--- src/rtl/gtp_pkg.sv ---
// ----------------------------------------------------------------------------
// gtp_pkg
// Shared constants, register indexes and result type of the page packer.
// ----------------------------------------------------------------------------
`default_nettype none

package gtp_pkg;

  localparam int PANEL_WIDTH    = 128;
  localparam int PANEL_HEIGHT   = 64;
  localparam int MAX_IMAGE_SIDE = 256;

  localparam int COL_W  = $clog2(PANEL_WIDTH);
  localparam int ROW_W  = $clog2(PANEL_HEIGHT);
  localparam int DIM_W  = $clog2(MAX_IMAGE_SIDE) + 1;
  localparam int CFG_IDX_W  = 3;
  localparam int CFG_DATA_W = 9;

  typedef enum logic [CFG_IDX_W-1:0] {
    REG_WIN_COL    = 3'd0,
    REG_WIN_ROW    = 3'd1,
    REG_IMG_WIDTH  = 3'd2,
    REG_IMG_HEIGHT = 3'd3,
    REG_THRESHOLD  = 3'd4
  } gtp_reg_t;

  typedef struct packed {
    logic [7:0] page_byte;
    logic [2:0] page;
    logic [6:0] column;
    logic       last;
  } gtp_result_t;

endpackage

`default_nettype wire

--- src/rtl/gray_to_page_mono_packer.sv ---
// ----------------------------------------------------------------------------
// gray_to_page_mono_packer
// Thresholds raster grayscale pixels and packs them into page bytes of a
// mono panel, one byte per column and 8-row page.
// ----------------------------------------------------------------------------
// channel   signals                                  direction
// in        in_valid/in_ready, frame_start, pixel    request into block
// out       out_valid/out_ready, page_byte, page,     request out of block
//           column, last
// cfg       cfg_valid/cfg_ready, cfg_index, cfg_data  register write
//
// One pixel per cycle while in_ready is high. Each pixel reads its column's
// stripe byte in the accept cycle and writes it back the next cycle; a
// same-column hit on the following pixel is forwarded. Results pass through
// the write-back stage and the output buffer. Reset restores the register
// defaults and clears counters, frame flag and pipeline; the stripe memory
// needs no clearing since each page's top row overwrites its byte. in_ready
// drops only when the two-entry output buffer would fill.
// ----------------------------------------------------------------------------
`default_nettype none

module gray_to_page_mono_packer (
  input  wire logic                           clk,
  input  wire logic                           rst,
  input  wire logic                           in_valid,
  output logic                                in_ready,
  input  wire logic                           frame_start,
  input  wire logic [7:0]                     pixel,
  output logic                                out_valid,
  input  wire logic                           out_ready,
  output logic [7:0]                          page_byte,
  output logic [2:0]                          page,
  output logic [6:0]                          column,
  output logic                                last,
  input  wire logic                           cfg_valid,
  output logic                                cfg_ready,
  input  wire logic [gtp_pkg::CFG_IDX_W-1:0]  cfg_index,
  input  wire logic [gtp_pkg::CFG_DATA_W-1:0] cfg_data
);
  import gtp_pkg::*;

  // configuration
  logic [COL_W-1:0] win_col;
  logic [ROW_W-1:0] win_row;
  logic [DIM_W-1:0] img_width;
  logic [DIM_W-1:0] img_height;
  logic [7:0]       threshold;

  // frame position
  logic [DIM_W-1:0] col_count;
  logic [DIM_W-1:0] row_count;
  logic             active;
  logic [DIM_W-1:0] col_count_next;
  logic [DIM_W-1:0] row_count_next;
  logic             active_next;

  // stripe memory
  logic [7:0]       stripe_mem [PANEL_WIDTH];
  logic [7:0]       rd_data;

  // write-back stage
  logic             s1_valid;
  logic [COL_W-1:0] s1_addr;
  logic [2:0]       s1_bitpos;
  logic             s1_bit;
  logic             s1_emit;
  logic [2:0]       s1_page;
  logic             s1_last;
  logic             s1_fwd;
  logic [7:0]       s1_fwd_data;
  logic [7:0]       s1_base;
  logic [7:0]       s1_byte;

  // accept-stage decode
  logic             in_fire;
  logic             place_ok;
  logic             run;
  logic [DIM_W-1:0] c0;
  logic [DIM_W-1:0] r0;
  logic [DIM_W-1:0] c;
  logic [DIM_W-1:0] r;
  logic [DIM_W-1:0] c_inc;
  logic [DIM_W-1:0] r_inc;
  logic [DIM_W-1:0] col_room;
  logic [DIM_W-1:0] row_room;
  logic [DIM_W-1:0] ncols;
  logic [DIM_W-1:0] nrows;
  logic             in_row_range;
  logic             hit;
  logic [COL_W-1:0] pcol;
  logic [ROW_W:0]   prow;
  logic             row_end;
  logic             emit;
  logic             is_last;

  gtp_result_t      res;
  gtp_result_t      out_data;
  logic             space_ok;

  assign cfg_ready = 1'b1;
  assign in_fire   = in_valid && in_ready;
  assign in_ready  = space_ok;

  always_ff @(posedge clk) begin
    if (rst) begin
      win_col    <= '0;
      win_row    <= '0;
      img_width  <= DIM_W'(PANEL_WIDTH);
      img_height <= DIM_W'(PANEL_HEIGHT);
      threshold  <= 8'd127;
    end else if (cfg_valid) begin
      unique case (cfg_index)
        REG_WIN_COL:    win_col    <= cfg_data[COL_W-1:0];
        REG_WIN_ROW:    win_row    <= cfg_data[ROW_W-1:0];
        REG_IMG_WIDTH:  img_width  <= cfg_data[DIM_W-1:0];
        REG_IMG_HEIGHT: img_height <= cfg_data[DIM_W-1:0];
        REG_THRESHOLD:  threshold  <= cfg_data[7:0];
        default: ;
      endcase
    end
  end

  always_comb begin
    place_ok = (win_row[2:0] == 3'd0) &&
               (img_width != '0) && (img_height != '0) &&
               (img_width <= DIM_W'(MAX_IMAGE_SIDE)) &&
               (img_height <= DIM_W'(MAX_IMAGE_SIDE));

    c0 = frame_start ? '0 : col_count;
    r0 = frame_start ? '0 : row_count;
    run = (frame_start ? 1'b1 : active) && place_ok;

    if (c0 >= img_width) begin
      c = '0;
      r = r0 + DIM_W'(1);
    end else begin
      c = c0;
      r = r0;
    end
    in_row_range = (r < img_height);

    col_room = DIM_W'(PANEL_WIDTH) - DIM_W'(win_col);
    row_room = DIM_W'(PANEL_HEIGHT) - DIM_W'(win_row);
    ncols = (img_width < col_room) ? img_width : col_room;
    nrows = (img_height < row_room) ? img_height : row_room;

    hit     = run && in_row_range && (c < ncols) && (r < nrows);
    pcol    = COL_W'(DIM_W'(win_col) + c);
    prow    = (ROW_W+1)'(win_row) + (ROW_W+1)'(r);
    row_end = (r == nrows - DIM_W'(1));
    emit    = (r[2:0] == 3'd7) || row_end;
    is_last = row_end && (c == ncols - DIM_W'(1));

    c_inc = c + DIM_W'(1);
    r_inc = r + DIM_W'(1);

    // default: hold, or restart on a frame marker
    col_count_next = c0;
    row_count_next = r0;
    active_next    = frame_start ? place_ok : active;
    if (run) begin
      if (!in_row_range) begin
        col_count_next = c;
        row_count_next = r;
        active_next    = 1'b0;
      end else if (c_inc >= img_width) begin
        col_count_next = '0;
        row_count_next = r_inc;
        active_next    = (r_inc < img_height);
      end else begin
        col_count_next = c_inc;
        row_count_next = r;
      end
    end
  end

  always_ff @(posedge clk) begin
    if (rst) begin
      col_count <= '0;
      row_count <= '0;
      active    <= 1'b0;
      s1_valid  <= 1'b0;
    end else begin
      s1_valid <= in_fire && hit;
      if (in_fire) begin
        col_count <= col_count_next;
        row_count <= row_count_next;
        active    <= active_next;
      end
    end
  end

  always_ff @(posedge clk) begin
    if (in_fire && hit) begin
      s1_addr     <= pcol;
      s1_bitpos   <= r[2:0];
      s1_bit      <= (pixel > threshold);
      s1_emit     <= emit;
      s1_page     <= prow[ROW_W-1:3];
      s1_last     <= is_last;
      s1_fwd      <= s1_valid && (s1_addr == pcol);
      s1_fwd_data <= s1_byte;
    end
  end

  // read in the accept cycle, write back in the next cycle
  always_ff @(posedge clk) begin
    if (in_fire && hit) begin
      rd_data <= stripe_mem[pcol];
    end
    if (s1_valid) begin
      stripe_mem[s1_addr] <= s1_byte;
    end
  end

  always_comb begin
    s1_base = s1_fwd ? s1_fwd_data : rd_data;
    if (s1_bitpos == 3'd0) begin
      s1_byte = {7'd0, s1_bit};
    end else begin
      s1_byte = (s1_base & ~(8'd1 << s1_bitpos)) | ({7'd0, s1_bit} << s1_bitpos);
    end
    res.page_byte = s1_byte;
    res.page      = s1_page;
    res.column    = s1_addr;
    res.last      = s1_last;
  end

  gtp_out_fifo u_out_fifo (
    .clk       (clk),
    .rst       (rst),
    .push      (s1_valid && s1_emit),
    .push_data (res),
    .out_ready (out_ready),
    .out_valid (out_valid),
    .out_data  (out_data),
    .space_ok  (space_ok)
  );

  assign page_byte = out_data.page_byte;
  assign page      = out_data.page;
  assign column    = out_data.column;
  assign last      = out_data.last;

  a_s1_from_accept: assert property (@(posedge clk) disable iff (rst)
    s1_valid |-> $past(in_fire))
    else $error("write-back stage without an accepted request");
  a_idle_no_work: assert property (@(posedge clk) disable iff (rst)
    (in_fire && !frame_start && !active) |=> !s1_valid)
    else $error("idle request reached the stripe memory");
  a_fwd_same_col: assert property (@(posedge clk) disable iff (rst)
    (in_fire && hit && s1_valid && s1_addr == pcol) |=> (s1_fwd && s1_valid))
    else $error("back-to-back same-column update not forwarded");

endmodule

`default_nettype wire

--- src/rtl/gtp_out_fifo.sv ---
// ----------------------------------------------------------------------------
// gtp_out_fifo
// Two-entry output buffer: output register plus skid entry.
// ----------------------------------------------------------------------------
`default_nettype none

module gtp_out_fifo (
  input  wire logic                 clk,
  input  wire logic                 rst,
  input  wire logic                 push,
  input  wire gtp_pkg::gtp_result_t push_data,
  input  wire logic                 out_ready,
  output logic                      out_valid,
  output gtp_pkg::gtp_result_t      out_data,
  output logic                      space_ok
);
  import gtp_pkg::*;

  gtp_result_t entry [2];
  logic [1:0]  count;
  logic [1:0]  count_next;
  logic [1:0]  wr_idx;
  logic        pop;

  assign out_valid  = (count != 2'd0);
  assign out_data   = entry[0];
  assign pop        = out_valid && out_ready;
  assign count_next = count + {1'b0, push} - {1'b0, pop};
  assign wr_idx     = count - {1'b0, pop};
  assign space_ok   = (count_next < 2'd2);

  always_ff @(posedge clk) begin
    if (rst) begin
      count <= 2'd0;
    end else begin
      count <= count_next;
    end
  end

  always_ff @(posedge clk) begin
    if (push && wr_idx == 2'd0) begin
      entry[0] <= push_data;
    end else if (pop) begin
      entry[0] <= entry[1];
    end
    if (push && wr_idx == 2'd1) begin
      entry[1] <= push_data;
    end
  end

  a_count_bound: assert property (@(posedge clk) disable iff (rst) count <= 2'd2)
    else $error("output buffer level out of range");
  a_no_overflow: assert property (@(posedge clk) disable iff (rst)
    (push && count == 2'd2) |-> pop)
    else $error("push into full output buffer");

endmodule

`default_nettype wire

--- config.mk ---
export PLATFORM = sky130hd
export DESIGN_NAME = gray_to_page_mono_packer
export DESIGN_NICKNAME = d
export VERILOG_FILES = /design/src/rtl/gtp_pkg.sv /design/src/rtl/gray_to_page_mono_packer.sv /design/src/rtl/gtp_out_fifo.sv
export SDC_FILE = /design/constraint.sdc
export NUM_CORES = 1
export LEC_CHECK = 0
export BUFFER_PORTS_ARGS = -buffer_cell sky130_fd_sc_hd__buf_2
export CORE_AREA = 8 8 319 321
export DETAILED_ROUTE_END_ITERATION = 8
export DIE_AREA = 0 0 327 329
export PLACE_DENSITY_LB_ADDON = 0.08
export SLEW_MARGIN = 20
export SYNTH_ARGS = -nofsm -noshare
export SYNTH_HDL_FRONTEND = slang
export SYNTH_SLANG_ARGS = --single-unit
--- constraint.sdc ---
create_clock -name clk -period 11.5 [get_ports clk]
set_clock_uncertainty 0.1 [all_clocks]
set_input_delay 1.15 -clock clk [delete_from_list [all_inputs] [get_ports clk]]
set_output_delay 1.15 -clock clk [all_outputs]
set_load 0.02 [all_outputs]
==> impl_metrics.tcl, run 1 <==
set metrics [dict create \
    cts_hold_repair.buffers 0 \
    drt_first_iter_violations 2381 \
    postRouteAntennaNets 0 \
    layout_min_cycle_time_ns 6.99 \
    gp_routability_congestion 0.838 \
    grt_setup_unrepaired "no" \
    htree_num_levels 3 \
    min-delay-path-class "flip-flop to flip-flop" \
    synth_area_leaders "edfxtp_1 67%, mux4_2 12%, dfxtp_1 2.5%" \
    synth.lib_cells_used.distinct 69 \
    synth_edf_count 1095 \
    synth.cell_area_um2 48900 \
    tritoncts "done" \
    fp.dieArea_um2 108000 \
    design_power_total_mw 9.68 \
    stdcell_area_um2 54100 \
    antenna_found_initial 1 \
    hold_viol_final 0 \
    report.final.slew_viol_count 0 \
    synth_sequential_area_ratio_pct 69.7 \
    wl_per_cell_um 27.1 \
    status "completed" \
    clock_tree.root_cell "clkbuf_16" \
    area.growth.synth_to_final_pct 10.6 \
    die_h_um 329 \
    placementRows 115 \
    grt_pass1_vias 26100 \
    ctsLongestPathBuffers 3 \
    core_um2 97100 \
    endpoint_kind "flip-flop" \
    synth_top_cells_by_count "1095 x edfxtp_1, 256 x mux4_2, 218 x nor2_1" \
    post_synth_inst_count 2884 \
    timing.setup.critical_path_class "input port to flip-flop" \
    clock_sinks 1156 \
    antenna-diode-count 0 \
    hpwlAfterDp_um 73100 \
    vias_after_detailed_routing 26000 \
    clkLatencyLatePin_ns 0.71 \
    fin_setup_tns_ns 0 \
    final_net_count 3038 \
    cts.repair.resized 0 \
    synthesis.yosys.warnings 0 \
    io_pins 48 \
    fin_crit_sh_pct 60.8 \
    slew_headroom_pct 25.1 \
    timing.max_cap.violations 0 \
    synthArstFlopShare_pct 0 \
    io_buffer_count 46 \
    busiest_layer "met2" \
    numCtsBuffers 117 \
    dominant_synthesized_flop_cell "edfxtp_1" \
    yosysMostFrequentCell "edfxtp_1" \
    global_route.usage.met2_pct 33.0 \
    detailed_place.area_um2 50500 \
    start_util_pct 50.4 \
    static_power_due_to_leakage_nw 17.2 \
    groute.layer.met1.usage_pct 31.3 \
    globalRouteOverflowTotal 0 \
    placed_cells_incl_taps 4086 \
    syn_avg_cell_area_um2 17.0 \
    fin_cells 4303 \
    power_density_nw_per_um2 179 \
    post-cts-setup-buffer-count 0 \
    post-synth-top-area-fraction_pct 67.2 \
    die_x_um 327 \
    cp_max_fo 67 \
    detail_route.vias_per_cell 6.05 \
    flip_flop_and_latch_count_after_synthesis 1156 \
    routed_wirelength_um 117000 \
    first_pass_iters 6 \
    clk_pin_slew_worst_paths_ns 0.06 \
    timing.critical_path.required_ns 11.83 \
    timing.fmax_ghz 0.143 \
    yosysTopAreaCell "edfxtp_1" \
    maximum_vdd_ir_drop_v 0.000124 \
    critical_path_data_arrival_time_ns 7.32 \
    met3_layer_usage_reported_by_global_route_pct 4.34 \
    route.detailed.drc 0 \
    grt.total_usage_pct 21.4 \
    grt_first_pass_wirelength_um 173000 \
    grt_max_degree 111 \
    layout-drive-gt1-share_pct 19.0 \
    critical_path.startpoint_type "input port" \
    worst_tran_pin_value_ns 1.12 \
    setup_viol 0 \
]
-- cell families after synthesis --
kind of cell | synth area share [%]
simple gates | 5.84
flops | 69.7
buf+inv | 2.11
fa+ha+maj | 2.45
other cells | 0.00766
compound gates | 3.94
xor+xnor | 1.44
mux | 14.5
-- report_power, final --
part	internal [mW]	switching [mW]
Clock	2.02	1.58
Combinational	0.343	0.770
Sequential	4.92	0.0391
-- path summary, 6_finish.rpt --
kind	from	endpoint	slack, ns	depth (start not counted)
worst max register to register	col_count[2]	rd_data[6]	4.96	20
worst max-delay path	frame_start	rd_data[6]	4.51	21
worst min-delay path	s1_page[2]	u_out_fifo.entry[0][29]	0.35	0
worst min register to register	s1_page[2]	u_out_fifo.entry[0][29]	0.35	0
-- registers in the layout (all words and copies together), names as in the netlist --
name and flops:
s1_emit 1, img_width 9, u_out_fifo.entry 38, s1_bit 1, win_col 7, s1_valid 1, u_out_fifo.count 2, threshold 8
s1_fwd 1, s1_page 3, rd_data 8, active 1, col_count 9, s1_fwd_data 8, row_count 9, s1_bitpos 3
win_row 6, stripe_mem 1024, img_height 9, s1_addr 7, s1_last 1
-- area by class of cell --
class | instances | area [µm²]
repair buffers | 85 | 561
clock buffers | 150 | 3070
inverters | 68 | 255
clock inverters | 67 | 542
well taps | 1287 | 1610
multi-input cells | 1490 | 14000
fillers | 7493 | 43000
flip-flops and latches | 1156 | 34100
-- per-layer routing --
| layer | wire [µm] | up-vias |
|---|---|---|
| li1 | - | 11400 |
| met4 | 2870 | 2 |
| met2 | 54400 | 865 |
| met1 | 51300 | 13600 |
| met5 | 11 | - |
| met3 | 8120 | 158 |
-- cells in the final DEF (no fill, tap or decap), types with 21 or more instances in the layout --
cell	count
clkbuf_1	32
nor3_1	21
nor2b_1	31
clkinv_1	27
nand2_1	202
clkinv_2	22
o221ai_1	49
ha_1	92
dfxtp_1	61
clkbuf_16	118
buf_4	36
buf_2	46
mux2i_1	88
inv_1	67
nor2_1	217
nand3_1	92
edfxtp_1	1095
mux2_2	40
a21oi_1	66
mux4_2	256
xor2_1	21
o21ai_0	41
xnor2_1	54
-- metrics by stage --
stage / setup slack [ns] / utilization, % / hold slack, ns
global route: 4.06 / 55.7 / 0.363
CTS: 4.66 / 55.7 / 0.354
detailed placement: 3.91 / 52.0 / 0.338
finish: 4.51 / 55.7 / 0.347
global placement: 4.03 / 52.0 / 0.339
floorplan: 4.16 / - / 0.322
-- critical path, cell delays in order --
cell and delay, ns:
buf_2 0.26, nor2b_1 0.46, ha_1 0.34, a21oi_1 0.14, o21ai_1 0.12, a21oi_2 0.28
and2_1 0.45, nand2_1 0.30, inv_1 0.23, ha_1 0.26, o21a_1 0.14, nor2_1 0.04
a21oi_1 0.30, xor2_4 0.18, buf_4 0.67, buf_4 0.74, mux2i_1 0.27, o221ai_1 0.15
mux2_2 0.31, o22ai_1 0.36, a221oi_1 0.09
Note: power is estimated with default switching activity, not from simulation.
==> run 2: changes to the inputs <==
==> constraint.sdc (replaced) <==
create_clock -name clk -period 6.25 [get_ports clk]
set_clock_uncertainty 0.1 [all_clocks]
set_input_delay 0.625 -clock clk [delete_from_list [all_inputs] [get_ports clk]]
set_output_delay 0.625 -clock clk [all_outputs]
set_load 0.02 [all_outputs]
==> run 2 against run 1 <==
Compared with the run above: clock power increased by 86%; setup slack got worse by 4.2 ns; critical endpoint is now rd_data[0]; hold slack got worse by 0.27 ns; global-route usage increased by 0.083 points; largest cell class unchanged; non-clock buffer count increased by 38; total power increased by 86%; routed wire length decreased by 0.11%; register-to-register slack got worse by 4.7 ns; clock-buffer cell count decreased by 11; critical path type is now flip-flop to flip-flop; combinational power increased by 91%; utilization increased by 0.55 points.
==> impl_metrics.tcl, run 2 (synthesized netlist as in run 1, its figures left out) <==
set metrics [dict create \
    first_pass_iters 6 \
    report.final.slew_viol_count 0 \
    static_power_due_to_leakage_nw 17.5 \
    fin_setup_tns_ns 0 \
    clock_tree.root_cell "clkbuf_16" \
    start_util_pct 50.4 \
    gp_routability_congestion 0.873 \
    postRouteAntennaNets 0 \
    setup_viol 0 \
    numCtsBuffers 117 \
    vias_after_detailed_routing 26100 \
    clk_pin_slew_worst_paths_ns 0.06 \
    hold_viol_final 0 \
    top_regs "stripe_mem x1024, u_out_fifo.entry x38" \
    die_h_um 329 \
    cts.repair.resized 0 \
    tritoncts "done" \
    timing.max_cap.violations 0 \
    core_um2 97100 \
    fp.dieArea_um2 108000 \
    critical_path_data_arrival_time_ns 6.27 \
    ctsLongestPathBuffers 3 \
    timing.setup.critical_path_class "flip-flop to flip-flop" \
    route.detailed.drc 0 \
    layout-drive-gt1-share_pct 20.0 \
    layout_setup_ws_ns 0.298 \
    critical-path-top-delay-family "compound AO/OA/AOI/OAI gates" \
    fin_crit_sh_pct 95.2 \
    cp_slowest_cell "nor2b_1" \
    power_density_nw_per_um2 328 \
    crit_cells 18 \
    routed_wirelength_um 117000 \
    antenna-diode-count 0 \
    cpPeakStageDelay_ns 0.42 \
    slew_headroom_pct 28.8 \
    min_delay_path_depth 3 \
    htree_num_levels 3 \
    detail_route.vias_per_cell 6.03 \
    grt_setup_unrepaired "no" \
    final_cell_mix "1095 x edfxtp_1, 256 x mux4_2, 217 x nor2_1" \
    area.growth.synth_to_final_pct 11.7 \
    timing.reg2reg.worst_path_depth 18 \
    io_buffer_count 46 \
    max_flop_register "stripe_mem" \
    die_x_um 327 \
    min-delay-path-class "input port to flip-flop" \
    grt_pass1_vias 26200 \
    pre_cts_ws_ns -0.0732 \
    antenna_found_initial 6 \
    drt_first_iter_violations 2479 \
    layout_min_cycle_time_ns 5.95 \
    wl_per_cell_um 26.9 \
    post-cts-setup-buffer-count 0 \
    placementRows 115 \
    cp_max_fo 87 \
    finalHoldWorstSlack_ns 0.0736 \
    critical_path.startpoint_type "flip-flop" \
    clkLatencyLatePin_ns 0.71 \
    layout_commonest_cell "edfxtp_1" \
    globalRouteOverflowTotal 0 \
    ff2ff_setup_slack_ns 0.30 \
    timing.rr.start "col_count[2]" \
    grt_max_degree 121 \
    timing.fmax_ghz 0.168 \
    path_cells "nor2b_1 > ha_1 > a21oi_1 > o21ai_1 > a21oi_2 > nand2_1 > nor2_1 > ha_4 > ha_4 > a41oi_2 > a21oi_1 > xor2_4 > buf_12 > mux2i_1 > o221ai_1 > mux2_2 > o22ai_1 > a221oi_1" \
    grt.total_usage_pct 21.5 \
    endpoint_kind "flip-flop" \
    critical_path.n_buffers_inverters 1 \
    rr_endpoint "rd_data[0]" \
    timing.critical_path.required_ns 6.57 \
    cts_hold_repair.buffers 0 \
    max_reg_flops 1024 \
    grt_first_pass_wirelength_um 174000 \
    maximum_vdd_ir_drop_v 0.000261 \
    io_pins 48 \
    hpwlAfterDp_um 73700 \
    clock_sinks 1156 \
    worst_tran_pin_value_ns 1.07 \
    status "completed" \
    worst_setup_path_endpoint "rd_data[0]" \
    startpoint "col_count[2]" \
    final_net_count 3076 \
]
-- run 2: cell count changes in the layout (fill, tap and decap cells not counted), moves of 4 or more --
cell       delta
buf_4        +23
buf_12       +15
clkbuf_1     -10
clkinv_1      +9
clkinv_2      -5
bufinv_16     +4
-- run 2: layout make-up --
class	instances	area [µm²]
well taps	1287	1610
flip-flops and latches	1156	34100
inverters	68	255
clock buffers	139	3010
clock inverters	74	656
multi-input cells	1490	14000
fillers	7560	42400
repair buffers	123	1030
-- run 2: metal layers --
metal  routed length, µm  global-route usage [%]
met5                  31                       0
met4                3190                    6.26
met3                7230                    4.02
met2               55400                    34.1
met1               50700                    30.7
-- run 2: where the power goes --
| group | total (mW) | switching (mW) | leakage [nW] | internal, mW |
|---|---|---|---|---|
| sequential | 9.13 | 0.0756 | 10.4 | 9.05 |
| combinational | 2.12 | 1.44 | 5.29 | 0.678 |
| clock | 6.71 | 2.88 | 1.79 | 3.83 |
| total | 18.0 | 4.39 | 17.5 | 13.6 |
-- run 2: metrics by stage --
step | area (µm²) | utilization [%] | instances | total power [mW]
after CTS | 54700 | 56.3 | 4337 | 18.1
after global routing | 54700 | 56.3 | 4337 | 18.5
final | 54700 | 56.3 | 4337 | 18.0
after detailed placement | 51000 | 52.5 | 4124 | 11.4
after floorplan | 49000 | - | 2887 | 10.7
after global placement | 51000 | 52.5 | 4124 | 11.4
-- run 2: worst reg2reg max path, stage by stage (launching register included) --
cell and delay [ns]:
dfxtp_1 0.32, nor2b_1 0.42, ha_1 0.34, a21oi_1 0.15
o21ai_1 0.12, a21oi_2 0.29, nand2_1 0.28, nor2_1 0.40
ha_4 0.22, ha_4 0.13, a41oi_2 0.05, a21oi_1 0.36
xor2_4 0.25, buf_12 0.35, mux2i_1 0.65, o221ai_1 0.42
mux2_2 0.43, o22ai_1 0.31, a221oi_1 0.09
-- run 2: worst min-delay path by stage --
stage	from	endpoint	slack, ns
after CTS	cfg_data[8]	img_height[8]	0.02
after floorplan	s1_last	u_out_fifo.entry[0][19]	0.32
after detailed placement	s1_last	u_out_fifo.entry[0][19]	0.35
after global placement	s1_page[0]	u_out_fifo.entry[0][27]	0.34
after global routing	cfg_data[8]	img_height[8]	0.04
final	cfg_data[8]	img_height[8]	0.07
==> run 3: changes to the inputs <==
--- a/config.mk
+++ b/config.mk
@@ -10,6 +10,8 @@
 export DETAILED_ROUTE_END_ITERATION = 8
 export DIE_AREA = 0 0 327 329
 export PLACE_DENSITY_LB_ADDON = 0.08
+export REMOVE_ABC_BUFFERS = 1
+export SKIP_LAST_GASP = 1
 export SLEW_MARGIN = 20
 export SYNTH_ARGS = -nofsm -noshare
 export SYNTH_HDL_FRONTEND = slang
==> run 3 against run 2 <==
Compared with the run above: utilization about the same; largest power group unchanged; non-clock buffer count up 4; maximum frequency up 11%; via count down 0.61%; critical endpoint is now s1_fwd_data[6]; clock power about the same; flip-flop and latch count unchanged; die area unchanged; routed wire length up 2.7%; final cell count up 0.21%; final area about the same; hold slack better by 0.022 ns; total power up 0.26%; highest routed layer is now met4.
==> impl_metrics.tcl, run 3 (synthesized netlist as in run 1, its figures left out) <==
set metrics [dict create \
    status "completed" \
    slew_headroom_pct 27.5 \
    rr_endpoint "s1_fwd_data[6]" \
    timing.fmax_ghz 0.186 \
    timing.setup.critical_path_class "flip-flop to flip-flop" \
    cts.repair.resized 0 \
    grt_pass1_vias 26700 \
    start_util_pct 50.4 \
    die_x_um 327 \
    timing.rr.start "win_col[0]" \
    critical_path_data_arrival_time_ns 5.65 \
    min_delay_path_depth 3 \
    route.detailed.drc 0 \
    clock_sinks 1156 \
    max_flop_register "stripe_mem" \
    postRouteAntennaNets 0 \
    fin_crit_sh_pct 85.8 \
    timing.reg2reg.worst_path_depth 24 \
    detail_route.vias_per_cell 5.98 \
    ctsLongestPathBuffers 3 \
    post-route-util_pct 56.3 \
    stdcell_area_um2 54700 \
    layout-drive-gt1-share_pct 20.2 \
    top_regs "stripe_mem x1024, u_out_fifo.entry x38" \
    first_pass_iters 5 \
    clk_pin_slew_worst_paths_ns 0.06 \
    drt_first_iter_violations 2603 \
    report.final.slew_viol_count 0 \
    hold_viol_final 0 \
    max_reg_flops 1024 \
    numCtsBuffers 116 \
    critical_path.startpoint_type "flip-flop" \
    ff2ff_setup_slack_ns 0.89 \
    cp_max_fo 33 \
    clock_tree.root_cell "clkbuf_16" \
    grt_setup_unrepaired "no" \
    power_density_nw_per_um2 329 \
    area.growth.synth_to_final_pct 11.8 \
    worst_tran_pin_value_ns 1.08 \
    final_cell_mix "1095 x edfxtp_1, 256 x mux4_2, 216 x nor2_1" \
    routed_wirelength_um 120000 \
    antenna_found_initial 0 \
    cts_hold_repair.buffers 0 \
    static_power_due_to_leakage_nw 17.5 \
    die_h_um 329 \
    fp.dieArea_um2 108000 \
    fill_cells 7515 \
    placementRows 115 \
    setup_viol 0 \
    detailed_place.area_um2 51000 \
    post-cts-setup-buffer-count 0 \
    final_net_count 3079 \
    tritoncts "done" \
    timing.critical_path.required_ns 6.54 \
    timing.hold.worst.start "cfg_data[8]" \
    grt_first_pass_wirelength_um 178000 \
    globalRouteOverflowTotal 0 \
    clkLatencyLatePin_ns 0.71 \
    layout_commonest_cell "edfxtp_1" \
    min-delay-path-class "input port to flip-flop" \
    io_buffer_count 46 \
    htree_num_levels 3 \
    hpwlAfterDp_um 76400 \
    endpoint_kind "flip-flop" \
    core_um2 97100 \
    layout_min_cycle_time_ns 5.36 \
    vias_after_detailed_routing 26000 \
    grt_max_degree 98 \
    maximum_vdd_ir_drop_v 0.000243 \
    grt.total_usage_pct 22.2 \
    io_pins 48 \
    holdPathEnd "img_width[8]" \
    timing.max_cap.violations 0 \
    wl_per_cell_um 27.5 \
    gp_routability_congestion 0.877 \
]
-- run 3: cell count changes in the layout (fill, tap and decap cells not counted), moves of 2 or more --
cell | previous run | this run
nand3_2 | 3 | 0
nand3_1 | 89 | 92
clkinv_1 | 36 | 29
clkbuf_1 | 22 | 28
clkinvlp_2 | 0 | 2
clkinv_2 | 17 | 20
clkinvlp_4 | 2 | 4
-- run 3: worst max path at each step --
stage,startpoint,to,slack [ns],cells past startpoint
after floorplan,frame_start,rd_data[0],-7.58,15
after global placement,frame_start,row_count[1],0.58,22
after detailed placement,frame_start,row_count[1],0.44,22
after CTS,win_col[0],s1_fwd_data[6],0.94,24
after global routing,win_col[0],s1_fwd_data[7],0.59,24
final,win_col[0],s1_fwd_data[6],0.89,24
-- run 3: per-layer routing --
layer	part of all wire [%]	routed length, µm	GRT usage [%]
met5	0	0	0
met4	2.7	3240	6.41
met3	5.4	6510	3.38
met2	49	58700	36.8
met1	43	51300	30.6
-- run 3: cell type report --
cell class              instances  area [µm²]  share of cell area (%)
clock inverters                73         646                    1.18
flip-flops and latches       1156       34100                    62.3
clock buffers                 144        3010                    5.50
inverters                      68         255                   0.466
repair buffers                127        1100                    2.01
well taps                    1287        1610                    2.94
multi-input cells            1490       14000                    25.6
diodes                          1        2.50                 0.00457
-- run 3: worst max-delay path, cell delays in order (launching register included) --
cell,delay [ns]
dfxtp_1,0.59
inv_1,0.08
ha_1,0.23
nand2_1,0.10
xor2_1,0.19
inv_1,0.08
ha_1,0.30
a21o_1,0.19
a211oi_1,0.25
o21a_1,0.39
mux2i_1,0.34
ha_1,0.28
nor2b_1,0.13
o21a_1,0.16
o21a_1,0.18
o21a_1,0.17
o21ai_0,0.14
nand2b_1,0.07
a21oi_1,0.17
nor2b_1,0.07
o21ai_0,0.15
buf_4,0.16
nand3_1,0.14
nor2_4,0.13
buf_12,0.22
-- run 3: through the flow --
step           worst slack, ns  TNS [ns]  power (mW)  hold slack [ns]  cells
3_5_place_dp             0.443         0        11.5            0.343   4127
5_1_grt                  0.593         0        18.6           0.0843   4345
3_3_place_gp             0.584         0        11.4            0.335   4127
6_report                 0.887         0        18.0           0.0961   4346
4_1_cts                  0.936         0        18.2           0.0469   4344
2_1_floorplan            -7.58   -678.21        10.9            0.321   2714
-- run 3: where the power goes --
| group | leakage [nW] | total, mW | internal [mW] | switching, mW |
|---|---|---|---|---|
| clock network | 1.77 | 6.72 | 3.79 | 2.93 |
| registers | 10.4 | 9.13 | 9.05 | 0.0759 |
| logic | 5.33 | 2.15 | 0.692 | 1.46 |
| total | 17.5 | 18.0 | 13.5 | 4.46 |
